===== config.mk =====
export PLATFORM = sky130hd
export DESIGN_NAME = stqd_sqrt
export DESIGN_NICKNAME = d
export VERILOG_FILES = /design/src/rtl/stqd_sqrt.sv
export SDC_FILE = /design/constraint.sdc
export NUM_CORES = 2
export LEC_CHECK = 0
export BUFFER_PORTS_ARGS = -buffer_cell sky130_fd_sc_hd__buf_2
export CAP_MARGIN = 20
export CORE_MARGIN = 2
export CORE_UTILIZATION = 50
export CTS_CLUSTER_DIAMETER = 60
export CTS_CLUSTER_SIZE = 30
export DETAILED_ROUTE_END_ITERATION = 12
export GPL_TIMING_DRIVEN = 0
export PLACE_DENSITY = 0.7
export SKIP_CTS_REPAIR_TIMING = 1
export SYNTH_ARGS = -nofsm -noshare
export SYNTH_HDL_FRONTEND = slang
export SYNTH_SLANG_ARGS = --single-unit

===== constraint.sdc =====
create_clock -name clock -period 3.6 [get_ports clock]
set_clock_uncertainty 0.2 [all_clocks]
set_input_delay 0.36 -clock clock [delete_from_list [all_inputs] [get_ports clock]]
set_output_delay 0.36 -clock clock [all_outputs]
set_load 0.03 [all_outputs]

===== src/rtl/stqd_sqrt.sv =====
module stqd_sqrt #(
   parameter int W  = 46,
   parameter int SW = 77
) (
   input  logic            clock,
   input  logic            reset,
   input  logic            advance,
   input  logic            in_valid,
   input  logic [W-1:0]    in_rad,
   input  logic [SW-1:0]   in_side,
   output logic            out_valid,
   output logic [W/2-1:0]  out_root,
   output logic [SW-1:0]   out_side
);

   localparam int RW = W / 2;

   logic            valid_ff [RW];
   logic [W-1:0]    rem_ff   [RW];
   logic [RW-1:0]   root_ff  [RW];
   logic [SW-1:0]   side_ff  [RW];

   // one root bit per stage, msb first
   for (genvar s = 0; s < RW; s++) begin : g_step
      localparam int Pos = RW - 1 - s;
      logic          valid_prev;
      logic [W-1:0]  rem_prev;
      logic [W-1:0]  rem_in;
      logic [RW-1:0] root_prev;
      logic [RW-1:0] root_in;
      logic [SW-1:0] side_prev;

      if (s == 0) begin : g_head
         assign valid_prev = in_valid;
         assign rem_prev   = in_rad;
         assign root_prev  = '0;
         assign side_prev  = in_side;
      end else begin : g_tail
         assign valid_prev = valid_ff[s-1];
         assign rem_prev   = rem_ff[s-1];
         assign root_prev  = root_ff[s-1];
         assign side_prev  = side_ff[s-1];
      end

      // (root + 2^pos)^2 fits when remainder covers 2*root*2^pos + 4^pos
      always_comb begin
         logic [W-1:0] trial;
         trial   = (W'(root_prev) << (Pos + 1)) | (W'(1) << (2 * Pos));
         rem_in  = rem_prev;
         root_in = root_prev;
         if (rem_prev >= trial) begin
            rem_in       = rem_prev - trial;
            root_in[Pos] = 1'b1;
         end
      end

      always_ff @(posedge clock) begin
         if (reset) begin
            valid_ff[s] <= 1'b0;
         end else if (advance) begin
            valid_ff[s] <= valid_prev;
         end
      end

      always_ff @(posedge clock) begin
         if (advance) begin
            rem_ff[s]  <= rem_in;
            root_ff[s] <= root_in;
            side_ff[s] <= side_prev;
         end
      end
   end

   assign out_valid = valid_ff[RW-1];
   assign out_root  = root_ff[RW-1];
   assign out_side  = side_ff[RW-1];

endmodule


==> Implementation_results.wiki <==
{| class="wikitable"
! Metric !! Value
|-
| TritonCTS clock tree || yes
|-
| Chip height || 483 um
|-
| Non-filler instance count after layout || around 10k
|-
| Average detailed-routed wire length per instance || ~17 um
|-
| DR DRC count || 0
|-
| Synth Area per Inst || 17.7 um^2
|-
| Worst vdd rail ir drop || 0.614 mV
|-
| Master cell of the clock root buffer || clkbuf_16
|-
| Detailed-routing iteration count for the pre-antenna-repair pass || 8
|-
| FF/Latch Area || 92500 um^2
|-
| Signed area change from the synthesized netlist to the final layout || 13.6%
|-
| Type of element launching the critical path || flop
|-
| Seq cells post-synth || 3082
|-
| Floorplan core area || 228000 um^2
|-
| Area of the mapped netlist || 115000 um^2
|-
| Data required time of the worst path || 3.98 ns
|-
| Placed cells || around 10k
|-
| Final-stage net count || 7616
|-
| Maximum single-stage delay on the critical path || roughly 0.62 ns
|-
| Run status || finished with violations
|-
| Layout cells sized above 1 || 0.118
|-
| Ordered list of cells on the worst path || or4_1 > or4_1 > nor4_4 > nor3b_2 > nor4_2 > nor4bb_1 > xor2_1
|-
| Global Route Usage Sum || 0.144
|-
| Remaining global-route overflow || 0
|-
| Area used by multi-input combinational logic || 21400 um^2
|-
| Boundary Pins || 228
|-
| Die area || 233000 um^2
|-
| Number of buffers added by the clock tree synthesis step || 178
|-
| Sum of net half-perimeters after detailed placement || 114000 um
|-
| Global placer's final weighted congestion || 0.919
|-
| Power Dens Cells || approximately 580 nW/um^2
|-
| Via density || 5.20
|-
| Number of max-cap violations || 0
|-
| Width of the die || 483 um
|-
| Total vias in the final route || 53.7k
|-
| Global-route wire length before repair || between 200000 and 300000 um
|-
| Unique cell type count in the Yosys netlist || 90
|-
| Data arrival, critical path || 3.92 ns
|-
| Worst hold slack || -0.215 ns
|-
| Via count of the first global-routing pass || 52.2k
|-
| Final Critical Period || 3.54 ns
|-
| Cells after Synth || ~6.5k
|-
| Pleak || 0.0463 uW
|-
| Net count after synthesis || 6914
|-
| Hold Violations, Final || 120
|-
| First-iteration detailed-routing DRC count || 3539
|-
| Sink Count || just over 3k
|-
| Most common cell after layout, fill and taps aside || edfxtp_1
|-
| Commonest cells after routing, fill and taps aside || edfxtp_1, inv_1, nand2_1
|-
| Initial cell density of the core || 0.504
|-
| Final max-slew violation count || 0
|-
| Element type at the critical path end || flop
|-
| Post-CTS clock slew at the launch and capture registers of the worst setup and hold paths || 0.10 ns
|-
| Wire length reported by the detailed router || 178000 um
|-
| Longest Clk Path Bufs || 3
|-
| Cell Area, Placed || approximately 120000 um^2
|-
| Relative slew margins || 0.184
|-
| Share of the yosys chip area belonging to registers || 0.807
|-
| Worst hold-check path type || input port to flop
|-
| Critical path class || flop to flop
|-
| Failing checks || negative hold slack
|-
| Number of synthesized flops with an enable pin || 3082
|-
| Final setup violation count || 0
|-
| Number of placement rows || 175
|-
| Leading register cell type out of synthesis || edfxtp_1
|-
| Crit-path max FO || 4
|-
| Async S/R FF share, synth || 0
|-
| Worst path slowest cell || nor3b_2
|-
| Largest net degree at the start of global routing || about 190
|-
| Setup repair after global routing missed its margin || true
|-
| Number of antenna violations at the first check in global routing || 5
|-
| Cell type with the highest occurrence count on the critical path || or4_1
|-
| Peak clock frequency supported by timing || 283 MHz
|-
| Number of H-tree levels || 4
|-
| Power Total || 76000 uW
|-
| Fraction of the cycle the final worst path needs || 0.983
|-
| Filler Cells Inserted || 16.9k
|-
| Post-DRT Antenna Nets || 0
|-
| Final instance area || between 100000 and 150000 um^2
|-
| Cell family with the largest share of critical-path delay || simple AND/OR/NAND/NOR gates
|-
| Yosys warns || 0
|-
| IO Port Bufs || 227
|-
| Transition time of the tightest slew-check pin || 1.22 ns
|-
| Clock insertion delay at the later pin of the skew report || 0.84 ns
|-
| Combined buffer and inverter count along the critical path || 0
|}
## report_power, final
group | internal, uW | switching [uW] | total, uW
clock network | 10700 | 12300 | 23000
logic | 3450 | 4780 | 8230
registers | 43200 | 1630 | 44800
total | 57300 | 18700 | 76000
## through the flow
stage | utilization | setup TNS (ns) | setup WS (ns) | hold WS, ns
2_1_floorplan | - | 0 | 0.274 | 0.200
6_report | 0.572 | 0 | 0.0621 | -0.215
5_1_grt | 0.572 | -0.335 | -0.0504 | -0.229
4_1_cts | 0.556 | -136.75 | -0.857 | -0.630
3_3_place_gp | 0.525 | - | -46.08 | 0.200
3_5_place_dp | 0.527 | -804.78 | -1.29 | 0.205
## cells in the mapped netlist, drive strengths merged (6+ instances only)
cell type	number	area share
a21boi	19	0.0012
nand2	291	0.0095
or4	41	0.0027
o31ai	30	0.0020
o2111ai	9	0.00069
or3	45	0.0026
xnor2	203	0.016
mux2i	7	0.00061
nor2	291	0.0096
o21bai	19	0.0012
edfxtp	3082	0.81
nor3b	8	0.00057
nor2b	47	0.0026
nand4b	9	0.00069
a21oi	227	0.0099
a21o	91	0.0060
a211o	10	0.00076
a2111oi	7	0.00059
nand3	59	0.0026
and4b	7	0.00061
clkbuf	48	0.0016
o211ai	20	0.0013
inv	365	0.012
nor4	162	0.0089
nand2b	60	0.0033
and2	32	0.0017
buf	22	0.0012
o41ai	7	0.00053
o21ai	217	0.0095
and3	20	0.0011
a31o	6	0.00046
a31oi	32	0.0017
or2	20	0.0011
nand4	70	0.0038
xor2	213	0.016
a211oi	23	0.0015
mux2	42	0.0042
nand3b	14	0.00092
nor4b	17	0.0013
ha	295	0.032
o21a	79	0.0052
nor3	148	0.0065
o31a	6	0.00046
## worst register-to-register path, delay by kind of cell, from the launching register on
kind	cells	cell delay [ns]
DFF	1	0.45
xor gates and xnor gates	1	0.15
and+or+nand+nor	6	2.50
## path summary, 6_finish.rpt
path,from,to,slack [ns],depth (start not counted)
setup / recovery,rem_ff[1][360],rem_ff[2][35],0.06,7
hold / removal,advance,side_ff[0][57],-0.22,1
setup reg to reg,rem_ff[1][360],rem_ff[2][35],0.06,7
hold reg to reg,side_ff[0][110],side_ff[0][187],0.18,0
## registers in the layout, indices dropped and copies added, names as in the netlist
signal / cells
rem_ff: 1012
root_ff: 276
side_ff: 1771
valid_ff: 23
## logic make-up (layout without fill, tap and decap cells)
group / after synthesis / after routing / share of synthesized area
AO/OA/AOI/OAI: 854 / 854 / 0.0474
XOR/XNOR: 416 / 416 / 0.0318
adder cells (fa/ha/maj): 295 / 295 / 0.0322
buffers and inverters: 435 / 1277 / 0.0147
flip-flops: 3082 / 3082 / 0.807
multiplexers: 49 / 49 / 0.00477
other: 0 / 1 / 0
AND/OR/NAND/NOR: 1361 / 1363 / 0.0620
## cell type report
class | count | share of cell area
tap | 3009 | 0.0289
clock buffer | 188 | 0.0346
antenna | 1 | 0.0000192
multi-input combinational | 2977 | 0.164
sequential | 3082 | 0.711
clock inverter | 134 | 0.0149
timing repair buffer | 528 | 0.0339
inverter | 365 | 0.0105
buffer | 62 | 0.00267
## layer usage
layer / track usage / up-vias / share of wire
li1: - / 26331 / -
met1: 0.170 / 25894 / 0.40
met2: 0.256 / 1098 / 0.52
met3: 0.0246 / 425 / 0.036
met4: 0.0697 / 0 / 0.046
met5: 0 / - / 0
Power figures use the tool's default switching activity.
